[config.mk]
export PLATFORM = sky130hd
export DESIGN_NAME = fragment_reassembly_tracker_top
export DESIGN_NICKNAME = d
export VERILOG_FILES = /design/src/frt_pkg.sv /design/src/frt_core.sv /design/src/fragment_reassembly_tracker_top.sv
export SDC_FILE = /design/constraint.sdc
export NUM_CORES = 1
export LEC_CHECK = 0
export ABC_CLOCK_PERIOD_IN_PS = 13100
export BUFFER_PORTS_ARGS = -buffer_cell sky130_fd_sc_hd__buf_2
export CAP_MARGIN = 20
export CORE_MARGIN = 2
export CORE_UTILIZATION = 58
export CTS_CLUSTER_DIAMETER = 150
export DETAILED_ROUTE_END_ITERATION = 10
export PLACE_DENSITY = 0.8
export SLEW_MARGIN = 5
export SYNTH_ARGS = -nofsm -noshare
export SYNTH_HDL_FRONTEND = slang
export SYNTH_SLANG_ARGS = --single-unit
[constraint.sdc]
create_clock -name aclk -period 13.1 [get_ports aclk]
set_clock_uncertainty 0.15 [all_clocks]
set_input_delay 1.31 -clock aclk [delete_from_list [all_inputs] [get_ports aclk]]
set_output_delay 1.31 -clock aclk [all_outputs]
set_load 0.1 [all_outputs]
[src/frt_pkg.sv]
// Shared types and constants of the fragment reassembly tracker.
`timescale 1ns / 1ps
`default_nettype none

package frt_pkg;

    localparam int IMG_W   = 16;
    localparam int FRAG_W  = 16;
    localparam int SIZE_W  = 21;
    localparam int LEN_W   = 14;
    localparam int COUNT_W = 32;
    // Wide enough for the largest buffer size and for a byte count plus a payload length.
    localparam int CMP_W   = 25;

    localparam int S_TDATA_W = 72;
    localparam int M_TDATA_W = 80;

    typedef enum logic [1:0] {
        OP_FRAGMENT = 2'd0,
        OP_START    = 2'd1,
        OP_STOP     = 2'd2,
        OP_RELEASE  = 2'd3
    } op_t;

    typedef enum logic [1:0] {
        MODE_CLOSED = 2'd0,
        MODE_UNSYNC = 2'd1,
        MODE_SYNC   = 2'd2
    } mode_t;

    typedef enum logic [3:0] {
        ST_FIRST     = 4'd0,
        ST_NEXT      = 4'd1,
        ST_DUPLICATE = 4'd2,
        ST_UNSYNCED  = 4'd3,
        ST_ORDER     = 4'd4,
        ST_OVERSIZE  = 4'd5,
        ST_CLOSED    = 4'd6,
        ST_DONE      = 4'd7,
        ST_REJECTED  = 4'd8
    } status_t;

    typedef struct packed {
        op_t                operation;
        logic [IMG_W-1:0]   image_number;
        logic [FRAG_W-1:0]  fragment_number;
        logic [SIZE_W-1:0]  total_size;
        logic [LEN_W-1:0]   fragment_length;
    } item_t;

    typedef struct packed {
        status_t             status;
        logic [SIZE_W-1:0]   write_offset;
        logic [SIZE_W-1:0]   bytes_received;
        logic                image_complete;
        logic [COUNT_W-1:0]  frames_completed;
        mode_t               mode;
    } result_t;

endpackage

`default_nettype wire

[src/frt_core.sv]
// Reassembly state and the per-header check and update logic.
`timescale 1ns / 1ps
`default_nettype none

module frt_core import frt_pkg::*; #(
    parameter int MAX_FRAGMENT_BYTES = 8192,
    parameter int BUFFER_BYTES       = 1048576
) (
    input  wire logic    aclk,
    input  wire logic    aresetn,
    input  wire item_t   item,
    input  wire logic    advance,
    output result_t      result
);

    localparam logic [SIZE_W-1:0] COUNT_MAX = {SIZE_W{1'b1}};
    localparam logic [CMP_W-1:0]  BUF_LIMIT = CMP_W'(BUFFER_BYTES);
    localparam logic [CMP_W-1:0]  LEN_LIMIT = CMP_W'(MAX_FRAGMENT_BYTES);

    mode_t               mode_reg, mode_next;
    logic [IMG_W-1:0]    image_reg, image_next;
    logic [FRAG_W-1:0]   last_reg, last_next;
    logic [SIZE_W-1:0]   bytes_reg, bytes_next;
    logic [COUNT_W-1:0]  done_cnt_reg, done_cnt_next;

    logic [LEN_W-1:0]    len;
    logic [SIZE_W-1:0]   base;
    logic [SIZE_W:0]     end_sum;
    logic                fits;
    logic [SIZE_W-1:0]   end_sat;
    logic                fnum_is_next;

    always_comb begin
        // Payloads longer than the receive limit are cut to it.
        if (CMP_W'(item.fragment_length) > LEN_LIMIT) begin
            len = LEN_W'(MAX_FRAGMENT_BYTES);
        end else begin
            len = item.fragment_length;
        end
        base    = (item.fragment_number == '0) ? '0 : bytes_reg;
        end_sum = {1'b0, base} + (SIZE_W + 1)'(len);
        fits    = CMP_W'(end_sum) <= BUF_LIMIT;
        end_sat = end_sum[SIZE_W] ? COUNT_MAX : end_sum[SIZE_W-1:0];
        // The fragment number does not wrap past its largest value.
        fnum_is_next = {1'b0, item.fragment_number} == ({1'b0, last_reg} + 1'b1);
    end

    always_comb begin
        mode_next     = mode_reg;
        image_next    = image_reg;
        last_next     = last_reg;
        bytes_next    = bytes_reg;
        done_cnt_next = done_cnt_reg;
        result.status         = ST_REJECTED;
        result.write_offset   = '0;
        result.image_complete = 1'b0;

        case (item.operation)
            OP_START: begin
                if (mode_reg == MODE_CLOSED) begin
                    mode_next     = MODE_UNSYNC;
                    done_cnt_next = '0;
                    result.status = ST_DONE;
                end
            end
            OP_STOP: begin
                if (mode_reg != MODE_CLOSED) begin
                    mode_next     = MODE_CLOSED;
                    result.status = ST_DONE;
                end
            end
            OP_RELEASE: begin
                if (mode_reg != MODE_CLOSED && done_cnt_reg != '0) begin
                    mode_next     = MODE_UNSYNC;
                    result.status = ST_DONE;
                end
            end
            OP_FRAGMENT: begin
                if (mode_reg == MODE_CLOSED) begin
                    result.status = ST_CLOSED;
                end else begin
                    if (mode_reg != MODE_SYNC) begin
                        bytes_next = '0;
                    end
                    if (item.fragment_number == '0) begin
                        if (mode_reg == MODE_SYNC && image_reg == item.image_number) begin
                            result.status = ST_DUPLICATE;
                        end else if (CMP_W'(item.total_size) > BUF_LIMIT) begin
                            mode_next     = MODE_UNSYNC;
                            bytes_next    = '0;
                            result.status = ST_OVERSIZE;
                        end else begin
                            image_next = item.image_number;
                            last_next  = '0;
                            if (fits) begin
                                mode_next           = MODE_SYNC;
                                bytes_next          = end_sat;
                                result.status       = ST_FIRST;
                                result.write_offset = base;
                            end else begin
                                mode_next     = MODE_UNSYNC;
                                bytes_next    = '0;
                                result.status = ST_OVERSIZE;
                            end
                        end
                    end else if (mode_reg != MODE_SYNC) begin
                        result.status = ST_UNSYNCED;
                    end else if (item.image_number != image_reg || !fnum_is_next) begin
                        result.status = ST_ORDER;
                    end else if (fits) begin
                        last_next           = item.fragment_number;
                        bytes_next          = end_sat;
                        result.status       = ST_NEXT;
                        result.write_offset = base;
                    end else begin
                        mode_next     = MODE_UNSYNC;
                        bytes_next    = '0;
                        result.status = ST_OVERSIZE;
                    end
                    if ((result.status == ST_FIRST || result.status == ST_NEXT)
                            && end_sat == item.total_size) begin
                        result.image_complete = 1'b1;
                        done_cnt_next         = done_cnt_reg + 1'b1;
                    end
                end
            end
            default: begin
                result.status = ST_REJECTED;
            end
        endcase

        result.bytes_received   = bytes_next;
        result.frames_completed = done_cnt_next;
        result.mode             = mode_next;
    end

    always_ff @(posedge aclk) begin
        if (!aresetn) begin
            mode_reg     <= MODE_CLOSED;
            image_reg    <= '0;
            last_reg     <= '0;
            bytes_reg    <= '0;
            done_cnt_reg <= '0;
        end else if (advance) begin
            mode_reg     <= mode_next;
            image_reg    <= image_next;
            last_reg     <= last_next;
            bytes_reg    <= bytes_next;
            done_cnt_reg <= done_cnt_next;
        end
    end

endmodule

`default_nettype wire

[src/fragment_reassembly_tracker_top.sv]
// Top level of the fragment reassembly tracker: input register, core and result register.
//
// The block takes one fragment header or control operation per transfer and returns one
// result transfer for each, in order. With the result side ready it accepts a transfer in
// every cycle; a result passes through the input register and then the result register.
// The update of the tracking state in the core sets that rate: the check of each header
// and the one payload add are done before the next header reaches the core. A stalled
// result register holds its transfer while the input register still takes one more.
`timescale 1ns / 1ps
`default_nettype none

module fragment_reassembly_tracker_top import frt_pkg::*; #(
    parameter int MAX_FRAGMENT_BYTES = 8192,
    parameter int BUFFER_BYTES       = 1048576
) (
    input  wire logic                  aclk,
    input  wire logic                  aresetn,
    input  wire logic                  s_tvalid,
    output logic                       s_tready,
    // image_number[15:0], fragment_number[31:16], total_size[52:32], fragment_length[66:53]
    input  wire logic [S_TDATA_W-1:0]  s_tdata,
    // operation[1:0]
    input  wire logic [1:0]            s_tuser,
    output logic                       m_tvalid,
    input  wire logic                  m_tready,
    // write_offset[20:0], bytes_received[41:21], image_complete[42],
    // frames_completed[74:43], mode[76:75]
    output logic [M_TDATA_W-1:0]       m_tdata,
    // status[3:0]
    output logic [3:0]                 m_tuser
);

    logic     in_valid_reg;
    item_t    in_item_reg;
    logic     out_valid_reg;
    result_t  out_res_reg;
    result_t  core_res;
    logic     advance;

    assign advance  = in_valid_reg && (!out_valid_reg || m_tready);
    assign s_tready = !in_valid_reg || advance;

    always_ff @(posedge aclk) begin
        if (!aresetn) begin
            in_valid_reg  <= 1'b0;
            out_valid_reg <= 1'b0;
        end else begin
            if (s_tready) begin
                in_valid_reg <= s_tvalid;
            end
            if (advance) begin
                out_valid_reg <= 1'b1;
            end else if (m_tready) begin
                out_valid_reg <= 1'b0;
            end
        end
    end

    always_ff @(posedge aclk) begin
        if (s_tready && s_tvalid) begin
            in_item_reg.operation       <= op_t'(s_tuser);
            in_item_reg.image_number    <= s_tdata[15:0];
            in_item_reg.fragment_number <= s_tdata[31:16];
            in_item_reg.total_size      <= s_tdata[52:32];
            in_item_reg.fragment_length <= s_tdata[66:53];
        end
        if (advance) begin
            out_res_reg <= core_res;
        end
    end

    frt_core #(
        .MAX_FRAGMENT_BYTES (MAX_FRAGMENT_BYTES),
        .BUFFER_BYTES       (BUFFER_BYTES)
    ) u_core (
        .aclk    (aclk),
        .aresetn (aresetn),
        .item    (in_item_reg),
        .advance (advance),
        .result  (core_res)
    );

    assign m_tvalid = out_valid_reg;
    assign m_tuser  = out_res_reg.status;
    assign m_tdata  = {3'b000,
                       out_res_reg.mode,
                       out_res_reg.frames_completed,
                       out_res_reg.image_complete,
                       out_res_reg.bytes_received,
                       out_res_reg.write_offset};

endmodule

`default_nettype wire

After elaboration in Yosys (flattened, before gate mapping)
Index checks and enable logic that the tools add are counted.
- shift operators: 0
- equal/unequal tests: 14
- add/sub/neg operators: 3
- divide/modulo/power cells: 0
- bitwise logic cells: 4
- $mul: 0
- mux-type cells: 56
- reduce and logical (&&, ||, !) cells: 23
- $lt $le $gt $ge: 3
- operators by type and width (operator ; count):
    $mux 21 ; 16
    $mux 16 ; 6
    $mux 32 ; 3
    $mux 25 ; 3
    $pmux 32 s2 ; 1
    $add 32x1->32 const B ; 1
    $mux 4 ; 8
    $reduce_bool 32->1 ; 1
    $add 21x14->22 ; 1
    $le 22x21->1 const B ; 1
    $mux 2 ; 11
    $eq 21x21->1 ; 1
    $gt 21x21->1 const B ; 1
    $add 16x1->17 const B ; 1
    $eq 16x17->1 ; 1
    $eq 16x16->1 ; 1
    $logic_not 16->1 ; 1
    $ne 16x16->1 ; 1
    $pmux 4 s4 ; 1
    $gt 14x14->1 const B ; 1
    $mux 14 ; 1
    $ne 2x2->1 const B ; 4
    $pmux 2 s4 ; 1
    $reduce_and 8->1 ; 1
    15 further kinds ; 35
- output and inout bits: 86
- bits in latches: 0
- logic and storage cells: 121
- bits in writable memories: 0
- memories kept: 0
- input bits: 78
- register bits after elaboration: 239
- bits in read-only memories: 0

Depth between registers and ports, before layout
Gate-level depths: netlist (run 1).
- depth in word-level cells: 16
- mapped depth: 23
- mapped depth without buffers: 16

Modules after synthesis
A second synthesis (run 1) with hierarchy kept.
- cell total of the unflattened synthesis: 1464
- area, all modules: 13631.8 sq um
- modules (own cells, without submodules) (module ; instances ; cells each ; area an instance (sq um) ; seq. area each (sq um)):
    frt_core ; 1 ; 1301 ; 8997.4 ; 1741.7
    fragment_reassembly_tracker_top ; 1 ; 163 ; 4634.4 ; 4544.4

Worst setup path after synthesis (run 1)
No wires, ideal clock.
- kind: flip-flop to flip-flop
- from: register in_item_reg[37] in the netlist's numbering
- to: register out_res_reg (netlist bit m_tdata[45]), data pin
- arrival time: 5346 ps
- stages on the path, launching flop included: 21
- library setup time: 259 ps
- clock period less this slack: 5755 ps
- required time: 12691 ps
- setup slack: 7345 ps
- path buffers: 4
- cell sequence: edfxtp_1 -> nor4_1 -> nand4_2 -> clkbuf_1 -> clkbuf_1 -> clkbuf_1 -> and2_1 -> ha_1 -> fa_1 -> nand3_1 -> a21oi_1 -> o21a_1 -> o311ai_0 -> a21oi_4 -> xnor2_1 -> or4_4 -> nor4_4 -> nand3_2 -> buf_6 -> o211a_1 -> a211o_1
- RTL lines (what ; line ; source):
    from (decl) ; fragment_reassembly_tracker_top.sv:34 ; item_t in_item_reg;
    to (signal assigned) ; fragment_reassembly_tracker_top.sv:68 ; out_res_reg <= core_res;
    to (decl) ; fragment_reassembly_tracker_top.sv:36 ; result_t out_res_reg;

==> impl_metrics.yaml, run 1 <==
outcome:
  status: "completed"
clock_tree:
  clock_path_buffers: 3
  root_buffer: "clkbuf_16"
  numCtsBuffers: 25
  cts.repair.resized: 0
  cts_hold_buf: 0
  cts_sinks: 239
  tritoncts: "built"
  path_clk_slew_ns: 0.07
  clk_latency_ns: 0.52
  htree_levels: 1
  cts_setup_buffers: 0
power_and_ir_drop:
  power.density_nw_per_um2: 118
  p_leak_nw: 5.54
  vdd_drop_max_v: 0.000121
sta:
  period_share: 0.601
  slew_headroom: 0.277
  max_freq_mhz: 127
  slew_violations: 0
  setup_violations: 0
  period_minus_slack_ns: 7.87
  setup_slack_ns: 5.23
  rsz0062_at_grt: "no"
  worst_pin_slew_ns: 1.07
  hold_viol_final: 0
  final.setup.tns_ns: 0
routing:
  wl_per_cell_um: 18.7
  vias: 11100
  wl_um: 32800
  drc: 0
  drt_iter0_markers: 1050
  drt_first_pass_iters: 5
  postRouteAntennaNets: 0
  vias_per_cell: 6.31
setup_path:
  cp-endpoint: "m_tdata[45]"
  r2r-start: "in_item_reg[37]"
  timing.rr.end: "m_tdata[45]"
  reg2reg_depth: 16
  cp_data_required_time_ns: 13.23
  arrival_ns: 8.00
  crit_start: "in_item_reg[37]"
  r2r_slack_ns: 5.23
  critPathCaptureType: "flip-flop"
  path_class: "flip-flop to flip-flop"
  cp-start-kind: "flip-flop"
  crit_fanout: 43
yosys:
  syn-cell-area_um2: 13000
  avgSynthCellArea_um2: 9.65
  yosys.area_share.simple: 0.235
  synth_flop_cell: "edfxtp_1"
  synth_adder_area_share: 0.0179
  netlist_instances: 1349
  yosysUniqueCellTypes: 90
  synth_mux_area_frac: 0.0200
  synth_top_family_by_area: "simple AND/OR/NAND/NOR gates"
  yosysWarnings: 0
  synth_edf_count: 150
  ys_seq_area_frac: 0.483
  synth_xor_area_frac: 0.0296
  async_flop_share: 0
  synth_compound_area_frac: 0.179
  synth.ff_latch_count: 239
global_route:
  grt_max_degree: 70
  gr-total-overflow: 0
  grt_use_total: 0.269
  antenna_found_initial: 0
  grt_pass1_wl_um: 52300
  first_global_vias: 10100
layout:
  synthToLayoutAreaGrowth_pct: 13.0
  nets: 1550
  largest_reg_flops: 77
  design_area_um2: 14700
  n_antenna_cell: 0
  drive_gt1_frac: 0.160
worst_hold_path:
  min-delay-path-class: "flip-flop to flip-flop"
  worstHoldStart: "u_core.last_reg[1]"
place:
  dp_hpwl_um: 22700
  placed_area_um2: 13900
  gp_routability_congestion: 0.939
  pre_cts_ws_ns: 5.40
  io_buffers: 155
floorplanning:
  boundaryPins: 164
  coreArea_um2: 21900
  core.rowCount: 54
  fp.dieH_um: 154
  die_area_um2: 23700
  initial_core_util: 0.594
  die_x_um: 154
run:
  drv_cap: 0
==> routing by layer <==
metal / routed length, um / part of all wire / track usage
met1: 14300 / 0.44 / 0.391
met2: 14900 / 0.46 / 0.416
met3: 2690 / 0.082 / 0.0397
met4: 874 / 0.027 / 0.0874
met5: 0 / 0 / 0
==> area by class of cell <==
| class | instances | area [um^2] |
|---|---|---|
| inverter | 20 | 76.3 |
| multi-input combinational | 1001 | 6290 |
| timing repair buffer | 167 | 873 |
| clock inverter | 12 | 136 |
| sequential | 239 | 6290 |
| clock buffer | 33 | 686 |
| tap | 280 | 350 |
| fill | 1713 | 7190 |
==> per-stage QoR <==
stage               utilization  power (W)  hold WS, ns  std cells
global placement          0.633    0.00105        0.319       1705
detailed placement        0.633    0.00105        0.344       1705
global route              0.672    0.00179        0.385       1752
finish                    0.672    0.00174        0.348       1752
floorplan                     -    0.00101        0.311       1351
CTS                       0.670    0.00175        0.352       1750
==> worst max-delay path, cell delays in order (launching register included) <==
cell,delay [ns]
edfxtp_1,0.45
nor4_1,0.50
nand4_2,0.85
and2_1,0.57
ha_1,0.23
fa_1,0.43
nand3_1,0.11
a21oi_1,0.14
o21a_1,0.21
o311ai_0,0.91
a21oi_4,0.09
xnor2_1,0.18
or4_4,0.54
nor4_4,0.66
nand3_2,0.79
o211a_1,0.51
a211o_1,0.27
==> Yosys cell counts (6+ instances only) <==
cell type,instances,area (um^2)
o211a_1,6,60.1
or3_1,17,106
mux2i_1,26,260
and3_1,37,231
a21o_1,18,135
or2_2,9,56.3
nand4_1,26,163
and2_1,47,294
o21ai_1,7,35.0
a31oi_1,20,125
clkbuf_1,69,259
or4_1,15,113
a21boi_0,30,225
a32oi_1,7,61.3
nor2_1,76,285
o21ai_0,52,260
edfxtp_1,150,4500
o211ai_1,24,180
a41oi_1,8,70.1
xor2_1,14,123
a22oi_1,9,67.6
o21a_1,7,52.6
dfxtp_1,89,1780
inv_1,20,75.1
nand2_1,152,571
nor3_1,28,140
nand2b_1,10,62.6
ha_1,17,213
nor4_1,30,188
nand3_1,61,305
xnor2_1,30,263
a211o_1,7,61.3
buf_2,15,75.1
a21oi_1,66,330
nor2b_1,41,257
==> power by group <==
part	internal (W)	total, W	switching, W	leakage [nW]
sequential	0.000827	0.000844	0.0000167	2.12
clock	0.000425	0.000704	0.000279	0.399
combinational	0.0000395	0.000193	0.000153	3.02
total	0.00129	0.00174	0.000449	5.54
==> kinds of logic after synthesis <==
logic type | after synthesis
other | 1
flip-flops | 239
AO/OA/AOI/OAI | 330
AND/OR/NAND/NOR | 580
XOR/XNOR | 44
buffers and inverters | 111
adder cells (fa/ha/maj) | 18
multiplexers | 26
==> layout by cell type (no fill, tap or decap), types with 7 or more instances in the layout <==
cell,n
nor2_1,74
a21boi_0,30
a32oi_1,7
nand3_1,61
nor3_1,28
a22oi_1,9
edfxtp_1,150
a21oi_1,66
o211ai_1,24
a211o_1,7
buf_4,11
nand4_1,26
inv_1,19
xor2_1,14
or2_2,9
o21ai_1,7
and2_1,46
or3_1,17
nor4_1,30
clkbuf_16,25
a41oi_1,8
ha_1,17
dfxtp_1,89
or4_1,15
nand2_1,152
nor2b_1,41
a31oi_1,20
o21a_1,7
o21ai_0,52
mux2i_1,26
and3_1,37
buf_2,155
xnor2_1,30
nand2b_1,10
a21o_1,18
==> how the worst min path moves through the flow <==
stage	end	slack [ns]	cells after the start
2_1_floorplan	u_core.bytes_reg[4]	0.31	2
3_3_place_gp	u_core.last_reg[1]	0.32	2
3_5_place_dp	u_core.last_reg[1]	0.34	2
4_1_cts	u_core.last_reg[1]	0.35	2
5_1_grt	u_core.last_reg[1]	0.38	2
6_report	u_core.last_reg[1]	0.35	2
Note: power is estimated with default switching activity, not from simulation.
==> inputs of run 2 (changes only) <==
Settings changed: ABC_CLOCK_PERIOD_IN_PS 13100 to 7810.
Clock period 13.1 ns to 7.81 ns, I/O delays scaled along.
==> run 2 against run 1 <==
Effect of this change:
- worst hold slack lost 0.063 ns
- critical path depth is 1 higher
- power rose by 77%
- non-clock buffer count is 4 higher
- design area increased by 1.0%
- clock power grew 90%
- fmax is 13% higher
- wire length increased by 1.9%
- sequential power rose by 68%
- sequential share of layout area down 0.43 points
- critical path type unchanged
- largest cell class unchanged
- largest power group unchanged
==> impl_metrics.yaml, run 2 (same netlist as run 1, synthesis figures left out) <==
setup_path:
  cp-endpoint: "m_tdata[45]"
  timing.rr.end: "m_tdata[45]"
  crit_fanout: 43
  cp-start-kind: "flip-flop"
  r2r_slack_ns: 0.83
  crit_start: "in_item_reg[37]"
  arrival_ns: 7.10
  reg2reg_depth: 17
  path_class: "flip-flop to flip-flop"
  r2r-start: "in_item_reg[37]"
  critPathCaptureType: "flip-flop"
  cp_data_required_time_ns: 7.93
sta:
  final.setup.tns_ns: 0
  rsz0062_at_grt: "no"
  slew_violations: 0
  hold_viol_final: 0
  setup_violations: 0
  slew_headroom: 0.263
  worst_pin_slew_ns: 1.09
  period_minus_slack_ns: 6.98
  period_share: 0.894
  holdWs_ns: 0.285
  max_freq_mhz: 143
floorplanning:
  die_area_um2: 23700
  core.rowCount: 54
  die_x_um: 154
  fp.dieH_um: 154
  coreArea_um2: 21900
  boundaryPins: 164
  initial_core_util: 0.594
clock_tree:
  path_clk_slew_ns: 0.06
  cts.repair.resized: 0
  root_buffer: "clkbuf_16"
  tritoncts: "built"
  cts_setup_buffers: 0
  clock_path_buffers: 3
  cts_sinks: 239
  htree_levels: 1
  cts_hold_buf: 0
  clk_latency_ns: 0.53
  numCtsBuffers: 26
power_and_ir_drop:
  swShare: 0.250
  vdd_drop_max_v: 0.000165
  power.internal_w: 0.00231
  combPwrFrac: 0.105
  power.density_nw_per_um2: 207
  p_clk_frac: 0.434
  seq_power_share: 0.461
  p_leak_nw: 5.63
  switchingPower_w: 0.000768
layout:
  finalCoreUtilization: 0.678
  largest_reg_flops: 77
  stdcell_count: 1759
  synthToLayoutAreaGrowth_pct: 14.1
  most-common-layout-cells: "155 x buf_2, 152 x nand2_1, 150 x edfxtp_1"
  nets: 1555
  layout_commonest_cell: "buf_2"
  drive_gt1_frac: 0.164
  n_antenna_cell: 0
global_route:
  grt_pass1_wl_um: 53900
  grt_max_degree: 70
  gr-total-overflow: 0
  first_global_vias: 10400
  antenna_found_initial: 1
  grt_use_total: 0.277
routing:
  wl_met2_um: 15300
  vias: 11100
  wl_um: 33400
  wl_per_cell_um: 19.0
  postRouteAntennaNets: 0
  vias_per_cell: 6.30
  m1WireLength_um: 14600
  top_layer: "met4"
  route.met3.wl_um: 2720
  drt_first_pass_iters: 6
  drc: 0
  drt_iter0_markers: 1244
place:
  placed_cells: 1711
  dp_hpwl_um: 23000
  io_buffers: 155
  gp_routability_congestion: 0.966
worst_hold_path:
  min-delay-path-class: "primary input to flip-flop"
run:
  drv_cap: 0
outcome:
  status: "completed"
run 2: worst min path at each step:
stage | from | endpoint | slack [ns] | depth (start not counted)
after floorplan | u_core.bytes_reg[4] | u_core.bytes_reg[4] | 0.31 | 2
after global placement | u_core.last_reg[1] | u_core.last_reg[1] | 0.32 | 2
after detailed placement | u_core.last_reg[1] | u_core.last_reg[1] | 0.33 | 2
after CTS | s_tdata[62] | in_item_reg[9] | 0.27 | 1
after global routing | s_tdata[6] | in_item_reg[57] | 0.27 | 1
final | s_tdata[14] | in_item_reg[65] | 0.28 | 1
run 2: final cells by class:
| class | count | area, um^2 |
|---|---|---|
| inverters | 20 | 76.3 |
| clock buffers | 32 | 724 |
| multi-input cells | 1001 | 6290 |
| repair buffers | 171 | 896 |
| flip-flops and latches | 239 | 6290 |
| well taps | 280 | 350 |
| fillers | 1718 | 7040 |
| clock inverters | 16 | 228 |
run 2: metal layers:
| layer | track usage | vias up |
|---|---|---|
| met3 | 0.0538 | 68 |
| met2 | 0.432 | 484 |
| li1 | - | 5278 |
| met5 | 0 | - |
| met4 | 0.0804 | 0 |
| met1 | 0.395 | 5249 |
run 2: worst max-delay path, cell delays in order (launching register included):
cell	delay (ns)
edfxtp_1	0.46
nor4_1	0.60
nand4_2	0.76
and2_1	0.45
ha_1	0.21
fa_1	0.43
nand3_1	0.12
a21oi_1	0.15
o21ai_1	0.39
a21oi_2	0.20
or3b_1	0.38
a2111o_1	0.47
a2111oi_4	0.44
o21a_1	0.52
nand3_2	0.14
buf_4	0.29
o211a_1	0.26
a211o_1	0.28
run 2: metrics by stage:
step	setup slack, ns	total power, W	cell area (um^2)
6_report	0.825	0.00307	14900
5_1_grt	0.506	0.00317	14900
4_1_cts	0.884	0.00309	14900
3_5_place_dp	0.991	0.00176	13900
3_3_place_gp	1.12	0.00176	13900
2_1_floorplan	2.05	0.00169	13000
run 2: power by group through the flow:
stage | combinational (W) | clock [W] | sequential [W]
2_1_floorplan | 0.000106 | 0 | 0.00158
3_5_place_dp | 0.000321 | 0 | 0.00144
6_report | 0.000323 | 0.00134 | 0.00142
4_1_cts | 0.000322 | 0.00135 | 0.00142
5_1_grt | 0.000339 | 0.00141 | 0.00142
3_3_place_gp | 0.000319 | 0 | 0.00144
